## config.mk

```make
export PLATFORM = sky130hd
export DESIGN_NAME = per_unit_busy_ratio_monitor
export DESIGN_NICKNAME = d
export VERILOG_FILES = /design/src/rtl/core/bru_pkg.sv /design/src/rtl/core/per_unit_busy_ratio_monitor.sv /design/src/rtl/core/bru_alu.sv
export SDC_FILE = /design/constraint.sdc
export NUM_CORES = 2
export LEC_CHECK = 0
export BUFFER_PORTS_ARGS = -buffer_cell sky130_fd_sc_hd__buf_2
export CAP_MARGIN = 0
export CORE_MARGIN = 2
export CORE_UTILIZATION = 29
export CTS_CLUSTER_DIAMETER = 120
export DETAILED_ROUTE_END_ITERATION = 16
export PLACE_DENSITY_LB_ADDON = 0.2
export SKIP_CTS_REPAIR_TIMING = 1
export SYNTH_ARGS = -nofsm -noshare
export SYNTH_HDL_FRONTEND = slang
export SYNTH_SLANG_ARGS = --single-unit
```

## constraint.sdc

```tcl
create_clock -name clk -period 19.9 [get_ports clk]
set_input_delay 0.995 -clock clk [delete_from_list [all_inputs] [get_ports clk]]
set_output_delay 0.995 -clock clk [all_outputs]
set_load 0.02 [all_outputs]
```

## src/rtl/core/bru_pkg.sv

```systemverilog
`default_nettype none

package bru_pkg;

  // Event codes carried by the cmd field of a request.
  localparam logic [2:0] CMD_INTERVAL_START = 3'd0;
  localparam logic [2:0] CMD_WORK_START     = 3'd1;
  localparam logic [2:0] CMD_WORK_FINISH    = 3'd2;
  localparam logic [2:0] CMD_ADD_OVERHEAD   = 3'd3;
  localparam logic [2:0] CMD_INTERVAL_END   = 3'd4;

  // Result kinds.
  localparam logic KIND_DURATION = 1'b0;
  localparam logic KIND_RATIO    = 1'b1;

  // Register word index on the configuration port.
  localparam logic REG_UNIT_COUNT = 1'b0;

  localparam int unsigned TIME_W    = 64;
  localparam int unsigned RATIO_W   = 17;
  localparam int unsigned DIV_STEPS = 17;
  localparam logic [RATIO_W-1:0] RATIO_ONE = 17'h10000;
  localparam logic [4:0] UNIT_COUNT_RESET  = 5'd16;
  localparam logic [4:0] MAX_REPORTS       = 5'd16;

  typedef enum logic {
    ALU_ADD,
    ALU_SUB
  } alu_op_t;

  typedef struct packed {
    logic [TIME_W-1:0] value;
    logic              ge;     // a >= b, valid for a subtraction
  } alu_res_t;

endpackage

`default_nettype wire

```

## src/rtl/core/per_unit_busy_ratio_monitor.sv

```systemverilog
// Work start, add overhead, interval start and unused codes: captured in idle, done in exec.
// Work finish: exec, add and emit steps; the next request is accepted once back in idle.
// Interval end: exec and length steps, then per unit: unit, compare, division and round
// if needed (one 64-bit adder walks a 17-step restoring division); emit waits on out_stall.
// Synchronous reset clears all per-unit records at once and sets unit_count to 16;
// there is no clearing pass.
`default_nettype none

module per_unit_busy_ratio_monitor #(
  parameter int unsigned NUM_UNITS = 16
) (
  input  wire logic        clk,
  input  wire logic        rst,
  // Request channel.
  input  wire logic        in_valid,
  output logic             in_stall,
  input  wire logic [2:0]  cmd,
  input  wire logic [63:0] now,
  input  wire logic [3:0]  unit_index,
  input  wire logic [63:0] overhead_amount,
  // Result channel.
  output logic             out_valid,
  input  wire logic        out_stall,
  output logic             kind,
  output logic [3:0]       unit_id,
  output logic [63:0]      duration,
  output logic [16:0]      ratio,
  output logic             last,
  // Configuration port.
  input  wire logic        psel,
  input  wire logic        penable,
  input  wire logic        pwrite,
  input  wire logic [2:0]  paddr,
  input  wire logic [31:0] pwdata,
  output logic [31:0]      prdata,
  output logic             pready
);
  import bru_pkg::*;

  // Only units 0 to 15 can be addressed by a 4-bit index, so the tables hold
  // at most sixteen entries.
  localparam int unsigned DEPTH = (NUM_UNITS < 16) ? NUM_UNITS : 16;
  localparam int unsigned AW    = (DEPTH > 1) ? $clog2(DEPTH) : 1;
  localparam logic [4:0]  DEPTH_C = 5'(DEPTH);
  localparam logic [6:0]  NUM_UNITS_C = 7'(NUM_UNITS);

  localparam logic [3:0] ST_IDLE  = 4'd0;
  localparam logic [3:0] ST_EXEC  = 4'd1;
  localparam logic [3:0] ST_FADD  = 4'd2;
  localparam logic [3:0] ST_LEN   = 4'd3;
  localparam logic [3:0] ST_UNIT  = 4'd4;
  localparam logic [3:0] ST_CMP   = 4'd5;
  localparam logic [3:0] ST_DIV   = 4'd6;
  localparam logic [3:0] ST_ROUND = 4'd7;
  localparam logic [3:0] ST_EMIT  = 4'd8;

  logic [3:0] state;

  // The request is captured on acceptance and worked on from these registers.
  logic [2:0]  cmd_r;
  logic [63:0] now_r;
  logic [3:0]  idx_r;
  logic [63:0] amt_r;

  logic [4:0] unit_count;
  logic [63:0] interval_start;

  // Per-unit tables. An entry whose valid bit is clear reads as zero, which
  // lets the interval start clear every record at once.
  logic [63:0]      work_begin     [DEPTH];
  logic [63:0]      busy_total     [DEPTH];
  logic [63:0]      overhead_total [DEPTH];
  logic [DEPTH-1:0] wb_v;
  logic [DEPTH-1:0] busy_v;
  logic [DEPTH-1:0] ovh_v;

  // Working registers of the ratio walk and the finish path.
  logic [4:0]         ptr;
  logic [4:0]         n_r;
  logic [63:0]        dur_r;
  logic [63:0]        len_r;
  logic [63:0]        den_r;
  logic [63:0]        busy_r;
  logic               ovh_ge_r;
  logic [63:0]        rem_r;
  logic [16:0]        quo_r;
  logic [4:0]         div_cnt;
  logic [RATIO_W-1:0] ratio_r;

  logic [AW-1:0] addr;
  logic [63:0]   wb_rd;
  logic [63:0]   busy_rd;
  logic [63:0]   ovh_rd;
  logic          idx_ok;
  logic [4:0]    n_sel;
  logic          out_free;
  logic          cfg_wr;
  logic          div_ge;

  logic [63:0] alu_a;
  logic [63:0] alu_b;
  alu_op_t     alu_op;
  alu_res_t    alu_res;

  assign in_stall = (state != ST_IDLE);
  assign pready   = 1'b1;
  assign cfg_wr   = psel && penable && pwrite;
  assign prdata   = (paddr[2] == REG_UNIT_COUNT) ? {27'd0, unit_count} : 32'd0;
  assign out_free = !out_valid || !out_stall;

  // During the ratio walk the tables are read at the walk pointer, otherwise at
  // the unit that the request names.
  always_comb begin
    if (cmd_r == CMD_INTERVAL_END) begin
      addr = ptr[AW-1:0];
    end else begin
      addr = idx_r[AW-1:0];
    end
  end

  assign idx_ok  = ({3'd0, idx_r} < NUM_UNITS_C);
  assign wb_rd   = wb_v[addr]   ? work_begin[addr]     : 64'd0;
  assign busy_rd = busy_v[addr] ? busy_total[addr]     : 64'd0;
  assign ovh_rd  = ovh_v[addr]  ? overhead_total[addr] : 64'd0;
  assign n_sel   = (unit_count > DEPTH_C) ? DEPTH_C : unit_count;

  // Operand selection for the shared adder, one use per sequencer step.
  always_comb begin
    alu_a  = 64'd0;
    alu_b  = 64'd0;
    alu_op = ALU_ADD;
    unique case (state)
      ST_EXEC: begin
        if (cmd_r == CMD_WORK_FINISH) begin
          alu_a  = now_r;
          alu_b  = wb_rd;
          alu_op = ALU_SUB;
        end else begin
          alu_a  = ovh_rd;
          alu_b  = amt_r;
        end
      end
      ST_FADD: begin
        alu_a = busy_rd;
        alu_b = dur_r;
      end
      ST_LEN: begin
        alu_a  = now_r;
        alu_b  = interval_start;
        alu_op = ALU_SUB;
      end
      ST_UNIT: begin
        alu_a  = len_r;
        alu_b  = ovh_rd;
        alu_op = ALU_SUB;
      end
      ST_CMP: begin
        alu_a  = busy_r;
        alu_b  = den_r;
        alu_op = ALU_SUB;
      end
      ST_DIV: begin
        alu_a  = {rem_r[62:0], 1'b0};
        alu_b  = den_r;
        alu_op = ALU_SUB;
      end
      default: begin
        alu_op = ALU_ADD;
      end
    endcase
  end

  bru_alu u_alu (
    .a   (alu_a),
    .b   (alu_b),
    .op  (alu_op),
    .res (alu_res)
  );

  // A restoring step subtracts when the shifted-out top bit is set or the
  // shifted remainder is at least the denominator.
  assign div_ge = rem_r[63] || alu_res.ge;

  always_ff @(posedge clk) begin
    if (rst) begin
      state          <= ST_IDLE;
      out_valid      <= 1'b0;
      unit_count     <= UNIT_COUNT_RESET;
      interval_start <= 64'd0;
      wb_v           <= '0;
      busy_v         <= '0;
      ovh_v          <= '0;
    end else begin
      if (cfg_wr && (paddr[2] == REG_UNIT_COUNT)) begin
        unit_count <= pwdata[4:0];
      end
      // The emit step reloads the result register itself when it is free.
      if (out_valid && !out_stall && (state != ST_EMIT)) begin
        out_valid <= 1'b0;
      end

      unique case (state)
        ST_IDLE: begin
          if (in_valid) begin
            cmd_r <= cmd;
            now_r <= now;
            idx_r <= unit_index;
            amt_r <= overhead_amount;
            state <= ST_EXEC;
          end
        end
        ST_EXEC: begin
          unique case (cmd_r)
            CMD_INTERVAL_START: begin
              interval_start <= now_r;
              wb_v           <= '0;
              busy_v         <= '0;
              ovh_v          <= '0;
              state          <= ST_IDLE;
            end
            CMD_WORK_START: begin
              if (idx_ok) begin
                work_begin[addr] <= now_r;
                wb_v[addr]       <= 1'b1;
              end
              state <= ST_IDLE;
            end
            CMD_WORK_FINISH: begin
              if (idx_ok) begin
                dur_r <= alu_res.value;
                state <= ST_FADD;
              end else begin
                state <= ST_IDLE;
              end
            end
            CMD_ADD_OVERHEAD: begin
              if (idx_ok) begin
                overhead_total[addr] <= alu_res.value;
                ovh_v[addr]          <= 1'b1;
              end
              state <= ST_IDLE;
            end
            CMD_INTERVAL_END: begin
              ptr <= 5'd0;
              n_r <= n_sel;
              if (n_sel != 5'd0) begin
                state <= ST_LEN;
              end else begin
                state <= ST_IDLE;
              end
            end
            default: begin
              state <= ST_IDLE;
            end
          endcase
        end
        ST_FADD: begin
          busy_total[addr] <= alu_res.value;
          busy_v[addr]     <= 1'b1;
          state            <= ST_EMIT;
        end
        ST_LEN: begin
          len_r <= alu_res.value;
          state <= ST_UNIT;
        end
        ST_UNIT: begin
          // Overhead at or above the interval length leaves no room for work.
          den_r    <= alu_res.value;
          ovh_ge_r <= !alu_res.ge || (alu_res.value == 64'd0);
          busy_r   <= busy_rd;
          state    <= ST_CMP;
        end
        ST_CMP: begin
          if (busy_r == 64'd0) begin
            ratio_r <= '0;
            state   <= ST_EMIT;
          end else if (ovh_ge_r || alu_res.ge) begin
            ratio_r <= RATIO_ONE;
            state   <= ST_EMIT;
          end else begin
            rem_r   <= busy_r;
            quo_r   <= '0;
            div_cnt <= 5'd0;
            state   <= ST_DIV;
          end
        end
        ST_DIV: begin
          rem_r   <= div_ge ? alu_res.value : {rem_r[62:0], 1'b0};
          quo_r   <= {quo_r[15:0], div_ge};
          div_cnt <= div_cnt + 5'd1;
          if (div_cnt == 5'(DIV_STEPS - 1)) begin
            state <= ST_ROUND;
          end
        end
        ST_ROUND: begin
          // Sixteen fraction bits plus a rounding bit; halves round up.
          ratio_r <= {1'b0, quo_r[16:1]} + {16'd0, quo_r[0]};
          state   <= ST_EMIT;
        end
        ST_EMIT: begin
          if (out_free) begin
            out_valid <= 1'b1;
            if (cmd_r == CMD_INTERVAL_END) begin
              kind     <= KIND_RATIO;
              unit_id  <= ptr[3:0];
              duration <= 64'd0;
              ratio    <= ratio_r;
              last     <= (ptr == n_r - 5'd1);
              if (ptr == n_r - 5'd1) begin
                state <= ST_IDLE;
              end else begin
                ptr   <= ptr + 5'd1;
                state <= ST_UNIT;
              end
            end else begin
              kind     <= KIND_DURATION;
              unit_id  <= idx_r;
              duration <= dur_r;
              ratio    <= '0;
              last     <= 1'b1;
              state    <= ST_IDLE;
            end
          end
        end
        default: begin
          state <= ST_IDLE;
        end
      endcase
    end
  end

  // A ratio never exceeds one in Q1.16.
  a_ratio_range: assert property (@(posedge clk) disable iff (rst)
    out_valid |-> (ratio <= RATIO_ONE))
    else $error("ratio above one");

  // A duration report is always the single, final result of its request.
  a_duration_shape: assert property (@(posedge clk) disable iff (rst)
    (out_valid && (kind == KIND_DURATION)) |-> (last && (ratio == '0)))
    else $error("malformed duration report");

  // The walk pointer stays inside the reported unit count.
  a_walk_bound: assert property (@(posedge clk) disable iff (rst)
    ((state == ST_UNIT) || (state == ST_CMP) || (state == ST_DIV)) |-> (ptr < n_r))
    else $error("walk pointer beyond unit count");

  // The division never runs past its step count.
  a_div_steps: assert property (@(posedge clk) disable iff (rst)
    (state == ST_DIV) |-> (div_cnt < 5'(DIV_STEPS)))
    else $error("division step overrun");

  // A result is loaded only from the emit step.
  a_emit_only: assert property (@(posedge clk) disable iff (rst)
    (!$past(out_valid) && out_valid) |-> ($past(state) == ST_EMIT))
    else $error("result raised outside emit step");

endmodule

`default_nettype wire

```

## src/rtl/core/bru_alu.sv

```systemverilog
`default_nettype none

module bru_alu (
  input  wire logic [63:0]      a,
  input  wire logic [63:0]      b,
  input  wire bru_pkg::alu_op_t op,
  output bru_pkg::alu_res_t     res
);
  import bru_pkg::*;

  logic [TIME_W-1:0] b_eff;
  logic [TIME_W:0]   sum;

  // One 64-bit adder; subtraction is a plus the inverted b plus one.
  always_comb begin
    b_eff     = (op == ALU_SUB) ? ~b : b;
    sum       = {1'b0, a} + {1'b0, b_eff} + {{TIME_W{1'b0}}, (op == ALU_SUB)};
    res.value = sum[TIME_W-1:0];
    res.ge    = sum[TIME_W];
  end

endmodule

`default_nettype wire
```

==> qor.yml <==
timing:
  fmax_mhz: 76.53
  finalSetupViolCount: 0
  worst_pin_slew_ns: 1.329
  drv_slew: 0
  hold_viol: 0
  fin_tns_setup_ns: 0
  fin_crit_ns: 13.07
  skew_ns: 0.08482
  fin_crit_sh: 0.6566
  rsz0062_at_grt: "false"
  slew_headroom: 0.1058
synth:
  ys_async_sr_fraction: 0
  synthTopCellsByArea: "edfxtp_1 (71%), nand2_1 (8.4%), nand3_1 (3.8%)"
  yosys.area.top_type: "edfxtp_1"
  yosysTopAreaCellShare: 0.7119
  ys.flop_type: "edfxtp_1"
  synth_edf_count: 3664
  ys.warnings.count: 0
  avgSynthCellArea_sq_um: 12.66
  synth_seq_area_share: 0.7277
  ys_ff_latch: 3786
  synthCells: 12207
  syn_area_sq_um: 154500
  yosys.cell_types.count: 80
clock_network:
  cts_made_buffers: 413
  htreeDepth: 5
  clk_latency_ns: 1.06
  cts.clk_slew.worst_paths_ns: 0.06
  numClockSinks: 3786
  cts_tree: "built"
  clock_path_buffers: 4
  clock-root-buffer: "clkbuf_16"
pwr:
  switching_share: 0.2482
  internal-power_mw: 13.56
  p_seq_frac: 0.498
  irDropWorstVdd_mv: 0.07955
  p_sw_mw: 4.479
  p_per_area_nw_per_um2: 100.5
  combPwrFrac: 0.079
  p_clk_frac: 0.422
  leakagePower_nw: 61.54
global_routing:
  grt_use_met1: 0.2945
  grt_pass1_wl_microns: 807600
  grt_pass1_vias: 97737
  antenna_found_initial: 50
  grt_max_degree: 154
  use_met2: 0.3339
  grt_use_met3: 0.03509
  grt_remaining_overflow: 0
  grt_most_used_layer: "met2"
  groute.usage.overall: 0.2093
finish:
  design_area_sq_um: 179500
  syn_to_final_growth_pct: 16.13
  final_cells: 19860
  fin_util: 0.3375
  fillers: 52529
  drive_above_1_share: 0.1142
  nets: 12718
floorplan:
  boundaryPins: 299
  dieWidth_microns: 734.0
  fp.coreArea_sq_um: 531800
  die_area_sq_um: 538800
  start_util: 0.2906
  die_y_microns: 734.0
  core.rowCount: 268
critical_path:
  start_kind: "register"
  crit_family: "compound AO/OA/AOI/OAI gates"
  critical_path.max_stage_delay_ns: 1.03
  crit_top_cell: "buf_4"
  cp_max_fo: 122
  slowest_stage: "a2111oi_2"
  crit_type: "reg2reg"
  cp.required_ns: 20.72
  cp.arrival_ns: 13.89
  critPathBufInv: 9
  cp-end-kind: "register"
detailed_routing:
  wl_per_cell_microns: 29.58
  drtIter0Drc: 12677
  vias: 105179
  wirelength_microns: 587500
  detail-route-antenna-nets: 0
  drc: 0
  vias_per_cell: 5.296
  firstDrtPassIters: 9
run_status:
  status: "finished clean"
placement:
  dp_cells: 19076
  placed_area_sq_um: 166200
  dp_hpwl_microns: 350100
  place_congestion: 0.9122
  port_buffers: 241
hold_path:
  min_path_type: "in2reg"
flow_run:
  maxCapViolations: 0
through the flow:
step                      hold WS [ns]  setup slack, ns  total power [mW]
after floorplan                 0.4264            6.196             9.867
after global placement          0.4357            7.078             10.58
after detailed placement        0.4430            7.099             10.58
after CTS                      0.02994            7.085             18.16
after global routing           0.08112            6.278             18.54
final                           0.1084            6.833             18.04
registers in the layout (all words and copies together) (netlist names), 16 cells and up:
register        flops
now_r              64
interval_start     64
duration           64
overhead_total   1024
dur_r              64
ovh_v              16
busy_total       1024
wb_v               16
len_r              64
quo_r              17
ratio_r            17
work_begin       1024
busy_r             64
amt_r              64
busy_v             16
ratio              17
rem_r              64
den_r              64
cells in the mapped netlist (30+ instances only):
| library cell | n |
|---|---|
| a22o_1 | 65 |
| a31oi_1 | 302 |
| a221o_1 | 37 |
| edfxtp_1 | 3664 |
| and2_1 | 110 |
| nand2_1 | 3463 |
| o22ai_1 | 90 |
| mux2i_1 | 67 |
| dfxtp_1 | 122 |
| a21o_1 | 71 |
| buf_1 | 175 |
| nor3_1 | 77 |
| or4_1 | 36 |
| clkbuf_1 | 627 |
| and3_1 | 287 |
| nand3_1 | 1178 |
| a21oi_1 | 510 |
| a2111oi_0 | 53 |
| o21ai_0 | 78 |
| a221oi_1 | 62 |
| inv_1 | 34 |
| ha_1 | 69 |
| nor2_1 | 265 |
| a222oi_1 | 57 |
| nor4_1 | 70 |
| xnor2_1 | 105 |
| buf_4 | 30 |
| a311oi_1 | 151 |
layout by cell type, fill, tap and decap left out, types with 35 or more instances in the layout:
cell type | netlist | layout
edfxtp_1 | 3664 | 3664
nand2_1 | 3463 | 3462
nand3_1 | 1178 | 1177
a21oi_1 | 510 | 510
clkbuf_16 | 0 | 417
buf_4 | 30 | 411
a31oi_1 | 302 | 302
and3_1 | 287 | 286
buf_2 | 14 | 240
nor2_1 | 265 | 211
a311oi_1 | 151 | 149
dfxtp_1 | 122 | 122
and2_1 | 110 | 109
clkbuf_1 | 627 | 97
clkinv_1 | 0 | 95
o22ai_1 | 90 | 90
o21ai_0 | 78 | 78
nor3_1 | 77 | 73
a21o_1 | 71 | 71
ha_1 | 69 | 69
xnor2_1 | 105 | 66
a22o_1 | 65 | 65
mux2i_1 | 67 | 62
a221oi_1 | 62 | 62
clkinv_2 | 1 | 61
a222oi_1 | 57 | 57
nor4_1 | 70 | 57
nor2_4 | 0 | 54
xnor2_2 | 0 | 39
a221o_1 | 37 | 37
or4_1 | 36 | 36
clkbuf_8 | 0 | 35
layout make-up:
cell class	count	area, sq um	area share
Timing Repair Buffer	670	4658	0.02595
Clock buffer	549	11280	0.06285
Tap cell	7020	8783	0.04894
Sequential cell	3786	112500	0.6266
Multi-Input combinational cell	7562	40110	0.2235
Inverter	38	173.9	0.0009690
Antenna cell	15	37.54	0.0002091
Clock inverter	220	1961	0.01092
logic make-up (layout without fill, tap and decap cells):
family	Yosys count	after routing	share of synthesized area
compound gates	1645	1645	0.07242
xor+xnor	133	133	0.007538
fa+ha+maj	70	70	0.005716
buf+inv	885	1477	0.02239
flops	3786	3786	0.7277
mux	95	95	0.007780
other cells	2	43	0.00004859
simple gates	5591	5591	0.1564
metal layers:
metal,up-vias,part of all wire
li1,45677,-
met1,54521,0.43
met2,4269,0.46
met3,700,0.075
met4,12,0.029
met5,-,0.00015
path summary, 6_finish.rpt:
path	start	endpoint	slack, ns	cells after the start
worst min-delay path	now[1]	now_r[1]	0.11	1
worst min register to register	interval_start[26]	interval_start[26]	0.46	2
worst max-delay path	cmd_r[0]	rem_r[25]	6.83	31
worst max register to register	cmd_r[0]	rem_r[25]	6.83	31
power groups by stage:
stage / Combinational [mW] / Sequential [mW] / Clock (mW)
detailed placement: 1.43 / 9.16 / 0
global placement: 1.42 / 9.16 / 0
floorplan: 0.708 / 9.16 / 0
CTS: 1.43 / 8.99 / 7.74
finish: 1.43 / 8.99 / 7.62
global route: 1.52 / 8.99 / 8.04
worst register-to-register path, delay by kind of cell (launching register included):
kind,cells,cell delay [ns]
DFF,1,0.51
buffers and inverters,9,4.89
and+or+nand+nor,5,1.42
adders and majority gates,1,0.40
AOI/OAI and AO/OA,16,5.67
Power figures use the tool's default switching activity.
